$ cat config.mk
export PLATFORM = sky130hd
export DESIGN_NAME = swiglu_activation_unit
export DESIGN_NICKNAME = d
export VERILOG_FILES = /design/src/rtl/swg_pkg.sv /design/src/rtl/swiglu_activation_unit.sv /design/src/rtl/swg_sigmoid.sv /design/src/rtl/swg_mult.sv
export SDC_FILE = /design/constraint.sdc
export NUM_CORES = 2
export LEC_CHECK = 0
export ABC_AREA = 1
export BUFFER_PORTS_ARGS = -buffer_cell sky130_fd_sc_hd__buf_2
export CORE_MARGIN = 4
export CORE_UTILIZATION = 45
export CTS_CLUSTER_DIAMETER = 30
export DETAILED_ROUTE_END_ITERATION = 10
export PLACE_DENSITY = 0.63
export SETUP_SLACK_MARGIN = 0.1
export SYNTH_ARGS = -nofsm -noshare
export SYNTH_HDL_FRONTEND = slang
export SYNTH_SLANG_ARGS = --single-unit
$ cat constraint.sdc
create_clock -name clk -period 9.4 [get_ports clk]
set_input_delay 1.88 -clock clk [delete_from_list [all_inputs] [get_ports clk]]
set_output_delay 1.88 -clock clk [all_outputs]
set_load 0.01 [all_outputs]
$ cat src/rtl/swg_pkg.sv
// ---------------------------------------------------------------------------
// swg_pkg
// Shared types, constants and the elaboration-time sigmoid breakpoint builder
// ---------------------------------------------------------------------------
package swg_pkg;

  localparam int SIGMOID_SEGMENTS_DEF = 64;

  localparam int GATE_W = 16;
  localparam int SIG_W  = 16;

  localparam logic [63:0] ONE_Q28 = 64'd1 << 28;

  // element pair with its interpolated sigmoid, passed between the two halves
  typedef struct packed {
    logic signed [GATE_W-1:0] gate;
    logic signed [GATE_W-1:0] linear;
    logic [SIG_W-1:0]         sig;
  } swg_sig_t;

  // shift-subtract long division, only evaluated at elaboration
  function automatic logic [63:0] udiv(input logic [63:0] n, input logic [63:0] d);
    logic [63:0] q;
    logic [63:0] r;
    q = '0;
    r = '0;
    for (int i = 63; i >= 0; i--) begin
      r = {r[62:0], n[i]};
      if (r >= d) begin
        r    = r - d;
        q[i] = 1'b1;
      end
    end
    return q;
  endfunction

  // round(32768 * sigmoid(-8 + 16k/s)) in unsigned q1.15
  function automatic logic [SIG_W-1:0] sig_point(input int k, input int s);
    logic [63:0] k64;
    logic [63:0] s64;
    logic        neg;
    logic [63:0] mag;
    logic [63:0] a;
    logic [63:0] r;
    logic [63:0] term;
    logic [63:0] er;
    logic [63:0] e;
    logic [63:0] d;
    logic [63:0] n;
    logic [63:0] v;
    k64  = 64'(k);
    s64  = 64'(s);
    neg  = (k64 << 4) < (s64 << 3);
    mag  = neg ? (s64 << 3) - (k64 << 4) : (k64 << 4) - (s64 << 3);
    a    = udiv(mag << 28, s64);
    r    = a >> 3;
    term = ONE_Q28;
    er   = ONE_Q28;
    for (int i = 1; i <= 16; i++) begin
      term = udiv((term * r) >> 28, 64'(i));
      er   = er + term;
    end
    e = udiv(64'd1 << 56, er);
    for (int i = 0; i < 3; i++) begin
      e = (e * e) >> 28;
    end
    d = ONE_Q28 + e;
    n = neg ? e : ONE_Q28;
    v = udiv((n << 15) + (d >> 1), d);
    return v[SIG_W-1:0];
  endfunction

endpackage

$ cat src/rtl/swiglu_activation_unit.sv
// ---------------------------------------------------------------------------
// swiglu_activation_unit
// Streaming swiglu activation: gate * sigmoid(gate) * linear in q4.12
// ---------------------------------------------------------------------------
// Takes one (gate, linear) pair per cycle while the output is not stalled and
// returns one rounded, saturated q4.12 product per pair, in order. The seven
// register stages are: segment index, sigmoid table read, slope times
// fraction, interpolation add, gate times sigmoid, times linear, and round
// with saturation. The sigmoid table holds SIGMOID_SEGMENTS rows of constant
// breakpoint and step, built at elaboration, and is read once per item. Each
// stage stalls only while it holds an item that the next cannot take, so
// bubbles close up under backpressure and a full pipeline holds seven items.
module swiglu_activation_unit #(
  parameter int SIGMOID_SEGMENTS = swg_pkg::SIGMOID_SEGMENTS_DEF
) (
  input  logic        clk,
  input  logic        rst,
  input  logic        s_tvalid,
  output logic        s_tready,
  input  logic [31:0] s_tdata,   // gate_value [15:0], linear_value [31:16]
  output logic        m_tvalid,
  input  logic        m_tready,
  output logic [15:0] m_tdata,   // product [15:0]
  output logic        m_tuser    // saturated [0]
);
  import swg_pkg::*;

  logic     sig_valid;
  logic     sig_ready;
  swg_sig_t sig_data;
  logic signed [GATE_W-1:0] product;

  swg_sigmoid #(
    .SIGMOID_SEGMENTS(SIGMOID_SEGMENTS)
  ) u_sigmoid (
    .clk       (clk),
    .rst       (rst),
    .in_valid  (s_tvalid),
    .in_ready  (s_tready),
    .in_gate   ($signed(s_tdata[15:0])),
    .in_linear ($signed(s_tdata[31:16])),
    .out_valid (sig_valid),
    .out_ready (sig_ready),
    .out_data  (sig_data)
  );

  swg_mult u_mult (
    .clk           (clk),
    .rst           (rst),
    .in_valid      (sig_valid),
    .in_ready      (sig_ready),
    .in_data       (sig_data),
    .out_valid     (m_tvalid),
    .out_ready     (m_tready),
    .out_product   (product),
    .out_saturated (m_tuser)
  );

  assign m_tdata = product;

endmodule

$ cat src/rtl/swg_sigmoid.sv
// ---------------------------------------------------------------------------
// swg_sigmoid
// Four-stage piecewise-linear sigmoid of the gate value
// ---------------------------------------------------------------------------
module swg_sigmoid #(
  parameter int SIGMOID_SEGMENTS = swg_pkg::SIGMOID_SEGMENTS_DEF
) (
  input  logic                                 clk,
  input  logic                                 rst,
  input  logic                                 in_valid,
  output logic                                 in_ready,
  input  logic signed [swg_pkg::GATE_W-1:0]    in_gate,
  input  logic signed [swg_pkg::GATE_W-1:0]    in_linear,
  output logic                                 out_valid,
  input  logic                                 out_ready,
  output swg_pkg::swg_sig_t                    out_data
);
  import swg_pkg::*;

  localparam int KW = $clog2(SIGMOID_SEGMENTS);
  localparam int MW = GATE_W + KW;

  // breakpoint value and step to the next breakpoint, one row per segment
  logic [SIG_W-1:0]  lut_v [SIGMOID_SEGMENTS];
  logic signed [SIG_W:0] lut_d [SIGMOID_SEGMENTS];

  for (genvar j = 0; j < SIGMOID_SEGMENTS; j++) begin : g_lut
    localparam logic [SIG_W-1:0] V0 = sig_point(j, SIGMOID_SEGMENTS);
    localparam logic [SIG_W-1:0] V1 = sig_point(j + 1, SIGMOID_SEGMENTS);
    assign lut_v[j] = V0;
    assign lut_d[j] = (SIG_W+1)'(V1) - (SIG_W+1)'(V0);
  end

  logic [3:0] vld;
  logic [4:0] adv;

  assign adv[4] = out_ready;
  for (genvar i = 0; i < 4; i++) begin : g_adv
    assign adv[i] = !vld[i] || adv[i+1];
  end
  assign in_ready  = adv[0];
  assign out_valid = vld[3];

  always_ff @(posedge clk) begin
    if (rst) begin
      vld <= '0;
    end else begin
      if (adv[0]) vld[0] <= in_valid;
      if (adv[1]) vld[1] <= vld[0];
      if (adv[2]) vld[2] <= vld[1];
      if (adv[3]) vld[3] <= vld[2];
    end
  end

  // stage 1: segment index and fraction
  logic [MW-1:0]            m_c;
  logic [KW-1:0]            idx1;
  logic [GATE_W-1:0]        frac1;
  logic signed [GATE_W-1:0] gate1, lin1;

  // offset binary of the gate spans the whole table
  assign m_c = MW'({~in_gate[GATE_W-1], in_gate[GATE_W-2:0]}) * MW'(SIGMOID_SEGMENTS);

  always_ff @(posedge clk) begin
    if (adv[0]) begin
      idx1  <= m_c[MW-1:GATE_W];
      frac1 <= m_c[GATE_W-1:0];
      gate1 <= in_gate;
      lin1  <= in_linear;
    end
  end

  // stage 2: table read
  logic [SIG_W-1:0]         v2;
  logic signed [SIG_W:0]    d2;
  logic [GATE_W-1:0]        frac2;
  logic signed [GATE_W-1:0] gate2, lin2;

  always_ff @(posedge clk) begin
    if (adv[1]) begin
      v2    <= lut_v[idx1];
      d2    <= lut_d[idx1];
      frac2 <= frac1;
      gate2 <= gate1;
      lin2  <= lin1;
    end
  end

  // stage 3: step times fraction
  logic signed [33:0]       prod_c;
  logic signed [33:0]       prod3;
  logic [SIG_W-1:0]         v3;
  logic signed [GATE_W-1:0] gate3, lin3;

  assign prod_c = d2 * $signed({1'b0, frac2});

  always_ff @(posedge clk) begin
    if (adv[2]) begin
      prod3 <= prod_c;
      v3    <= v2;
      gate3 <= gate2;
      lin3  <= lin2;
    end
  end

  // stage 4: rounded correction added to the breakpoint
  logic signed [33:0] sum_c;

  assign sum_c = $signed({18'b0, v3}) + ((prod3 + 34'sd32768) >>> 16);

  always_ff @(posedge clk) begin
    if (adv[3]) begin
      out_data.sig    <= sum_c[SIG_W-1:0];
      out_data.gate   <= gate3;
      out_data.linear <= lin3;
    end
  end

endmodule

$ cat src/rtl/swg_mult.sv
// ---------------------------------------------------------------------------
// swg_mult
// Three-stage swish and linear products with rounding and saturation
// ---------------------------------------------------------------------------
module swg_mult (
  input  logic                              clk,
  input  logic                              rst,
  input  logic                              in_valid,
  output logic                              in_ready,
  input  swg_pkg::swg_sig_t                 in_data,
  output logic                              out_valid,
  input  logic                              out_ready,
  output logic signed [swg_pkg::GATE_W-1:0] out_product,
  output logic                              out_saturated
);
  import swg_pkg::*;

  localparam logic signed [48:0] Q_MAX  = 49'sd32767;
  localparam logic signed [48:0] Q_MIN  = -49'sd32768;
  localparam logic signed [48:0] RND    = 49'sd1 <<< 26;

  logic [2:0] vld;
  logic [3:0] adv;

  assign adv[3] = out_ready;
  for (genvar i = 0; i < 3; i++) begin : g_adv
    assign adv[i] = !vld[i] || adv[i+1];
  end
  assign in_ready  = adv[0];
  assign out_valid = vld[2];

  always_ff @(posedge clk) begin
    if (rst) begin
      vld <= '0;
    end else begin
      if (adv[0]) vld[0] <= in_valid;
      if (adv[1]) vld[1] <= vld[0];
      if (adv[2]) vld[2] <= vld[1];
    end
  end

  // stage 1: swish in q6.27
  logic signed [32:0]       swish_c;
  logic signed [32:0]       swish1;
  logic signed [GATE_W-1:0] lin1;

  assign swish_c = in_data.gate * $signed({1'b0, in_data.sig});

  always_ff @(posedge clk) begin
    if (adv[0]) begin
      swish1 <= swish_c;
      lin1   <= in_data.linear;
    end
  end

  // stage 2: times linear, q.39
  logic signed [48:0] p_c;
  logic signed [48:0] p2;

  assign p_c = swish1 * lin1;

  always_ff @(posedge clk) begin
    if (adv[1]) begin
      p2 <= p_c;
    end
  end

  // stage 3: round half up and clip
  logic signed [48:0] q_c;

  assign q_c = (p2 + RND) >>> 27;

  always_ff @(posedge clk) begin
    if (adv[2]) begin
      if (q_c > Q_MAX) begin
        out_product   <= Q_MAX[GATE_W-1:0];
        out_saturated <= 1'b1;
      end else if (q_c < Q_MIN) begin
        out_product   <= Q_MIN[GATE_W-1:0];
        out_saturated <= 1'b1;
      end else begin
        out_product   <= q_c[GATE_W-1:0];
        out_saturated <= 1'b0;
      end
    end
  end

endmodule
==> metrics <==
synthesized cell area 45100 sq um; Avg WL per Cell 17.2 um; status complete, no violations; Post-CTS Hold Buffers 0; cell family with most CP delay adder cells; CTS max path bufs 3; Mapped Cells approximately 5500; post-synthesis async set-or-reset flop share 0%; post_cts resized 0; Initial DRT Pass Iterations 6; CP required 9.79 ns; clk_lat worst skew around 0.63 ns; Routed Wire Length ~120000 um; fraction of layout cells with a size suffix above 1 about 4.4%; CTS tree done; clk_skew approximately 0.051 ns; DIE HEIGHT 325 um; RSZ-0062 raised after global routing no; Post-synth EDFFs 289; Sink Count roughly 300; DR iter-0 viols around 2300; Slew Viols, Final 0; critical hold path startpoint u_sigmoid.out_data[30]$_DFFE_PP_; startpoint types flip-flop; CTS clock-pin slew for the worst setup and hold paths ~0.050 ns; Final #Nets 6536; Initial Utilization between 40% and 50%; Die X 325 um; Rows around 120; worst min-delay path class reg -> reg; area grow syn2layout 8.39%; setup_tns 0 ns; maxcap violations 0; WP data arrival slightly below 7 ns; Largest register FFs 48; Ant. Diodes 0; Residual DRC 0; Largest Register u_sigmoid.out_data; Period minus WS final 6.37 ns; Synth Register Bits between 200 and 300; transition time of the tightest slew-check pin between 1 and 1.5 ns; I/O pin count 55; worst reg2reg startpoint u_mult.swish1[20]$_DFFE_PP_; sequential fraction of the synthesis area between 10% and 20%; first-pass GRT wire length between 150000 and 200000 um; Final setup viols 0; final hold violations 0; Critical Path Fanout Max 16; Regs by FF count u_sigmoid.out_data (48), u_mult.swish1 (33), u_mult.p2 (23); CP Class reg -> reg; Synth Warn # 0; crit-path most repeated cell fa_1; vias per std cell 5.02; post-synth cell types about 50; Final Cycle Share 67.7%; CP cell instances nand2_1 -> fa_1 -> fa_1 -> fa_1 -> inv_1 -> fa_1 -> fa_1 -> inv_1 -> fa_1 -> inv_1 -> ha_1 -> nand2_1 -> nor2_1 -> inv_1 -> o21ai_0 -> nand2_1 -> nand2_1 -> inv_1 -> nand2_1 -> xor2_1; largest net degree at the start of global routing 64; CTS Buf Count 69; Setup crit start u_mult.swish1[20]$_DFFE_PP_; clock root cell clkbuf_16; PortBufs 54; Post-DP HPWL between 90000 and 100000 um; antenna-violating nets left 0; die area between 100000 and 150000 sq um; CP Capture Type flip-flop; gpl congestion between 0.9 and 1; grt total ovfl 0; syn_area_per_cell 8.26 sq um; Total Routing Usage GR 22.6%; core area between 90000 and 100000 sq um; antenna violations before repair 0; post-synthesis net count 6590; Bufs and invs on worst path 5; vias in the first global route 36000; slowest CP cell edfxtp_1; setup bufs post-CTS 0; Rel. slew slack between 20% and 30%; CP max stage delay just under 0.9 ns; Main synth FF type edfxtp_1; Max Freq roughly 160 MHz; via count 33800; htree depth 3
[Yosys cell counts, types with 3 or more instances]
master     number  area [sq um]
a211oi_1        6          45.0
a21boi_0        7          52.6
a21o_1         15           113
a21oi_1       140           701
a221oi_1        4          35.0
a31oi_1         9          56.3
and3_1          4          25.0
buf_2           8          40.0
clkbuf_1      201           754
dfxtp_1         7           140
edfxtp_1      289          8680
fa_1          765         15300
ha_1          333          4170
inv_1        1531          5750
nand2_1      1421          5330
nand3_1       107           536
nand3b_1        3          22.5
nand4_1        36           225
nor2_1        263           987
nor2_2          3          18.8
nor3_1         25           125
nor4_1          4          25.0
o2111ai_1       5          43.8
o211ai_1       12          90.1
o21ai_0        97           485
o21bai_1       16           120
o22ai_1         6          37.5
o311ai_0        5          43.8
o31ai_1         6          45.0
or2_2          19           119
xnor2_1        21           184
xor2_1         62           543
[through the flow]
step | cells | hold slack [ns] | setup slack, ns | utilization, % | cell area, sq um
finish | 6744 | 0.402 | 3.03 | 49.4 | 48900
global route | 6744 | 0.411 | 2.72 | 49.4 | 48900
CTS | 6744 | 0.402 | 3.10 | 49.4 | 48900
detailed placement | 6618 | 0.405 | 3.14 | 46.9 | 46400
global placement | 6618 | 0.401 | 3.20 | 46.9 | 46400
floorplan | 5456 | 0.400 | 1.43 | - | 45100
[cells in the final DEF, fill, tap and decap left out, types with 10 or more instances in the layout]
cell type,count
o21bai_1,16
nor3_1,25
ha_1,333
nand3_1,107
fa_1,765
a21oi_1,140
edfxtp_1,289
buf_2,54
or2_2,19
nand4_1,36
nor2_1,263
buf_4,33
o211ai_1,12
xnor2_1,21
a21o_1,15
inv_1,1528
o21ai_0,97
clkbuf_16,69
xor2_1,62
nand2_1,1418
bufinv_16,10
[kinds of logic (layout without fill, tap and decap cells)]
| kind of cell | Yosys count | in the layout | synth area share (%) |
|---|---|---|---|
| AOI/OAI and AO/OA | 341 | 341 | 4.41 |
| xor gates and xnor gates | 83 | 83 | 1.61 |
| adders and majority gates | 1098 | 1098 | 43.2 |
| buffers and inverters | 1743 | 1744 | 14.6 |
| DFF | 296 | 296 | 19.6 |
| and+or+nand+nor | 1895 | 1895 | 16.6 |
[metal layers]
metal | share of wire (%) | up-vias | track usage (%)
li1 | - | 15900 | -
met1 | 42 | 16600 | 29.1
met2 | 49 | 1019 | 39.3
met3 | 5.3 | 271 | 2.70
met4 | 4.0 | 0 | 8.66
met5 | 0 | - | 0
[area by class of cell]
type | instances | area (sq um)
fillers | 9379 | 50000
multi-input cells | 3417 | 29700
flip-flops and latches | 296 | 8820
inverters | 1531 | 5750
clock buffers | 73 | 1740
well taps | 1287 | 1610
clock inverters | 53 | 728
repair buffers | 87 | 518
[worst paths after layout]
check,endpoint,slack (ns),depth (start not counted)
worst max register to register,u_mult.p2[32]$_DFFE_PP_,3.03,20
worst min-delay path,u_mult.lin1[14]$_DFFE_PP_,0.40,0
worst max-delay path,u_mult.p2[32]$_DFFE_PP_,3.03,20
worst min register to register,u_mult.lin1[14]$_DFFE_PP_,0.40,0
Power is left out: the tool's default activity adds up to more than one toggle a clock period on the data nets, which glitch-free logic cannot reach.
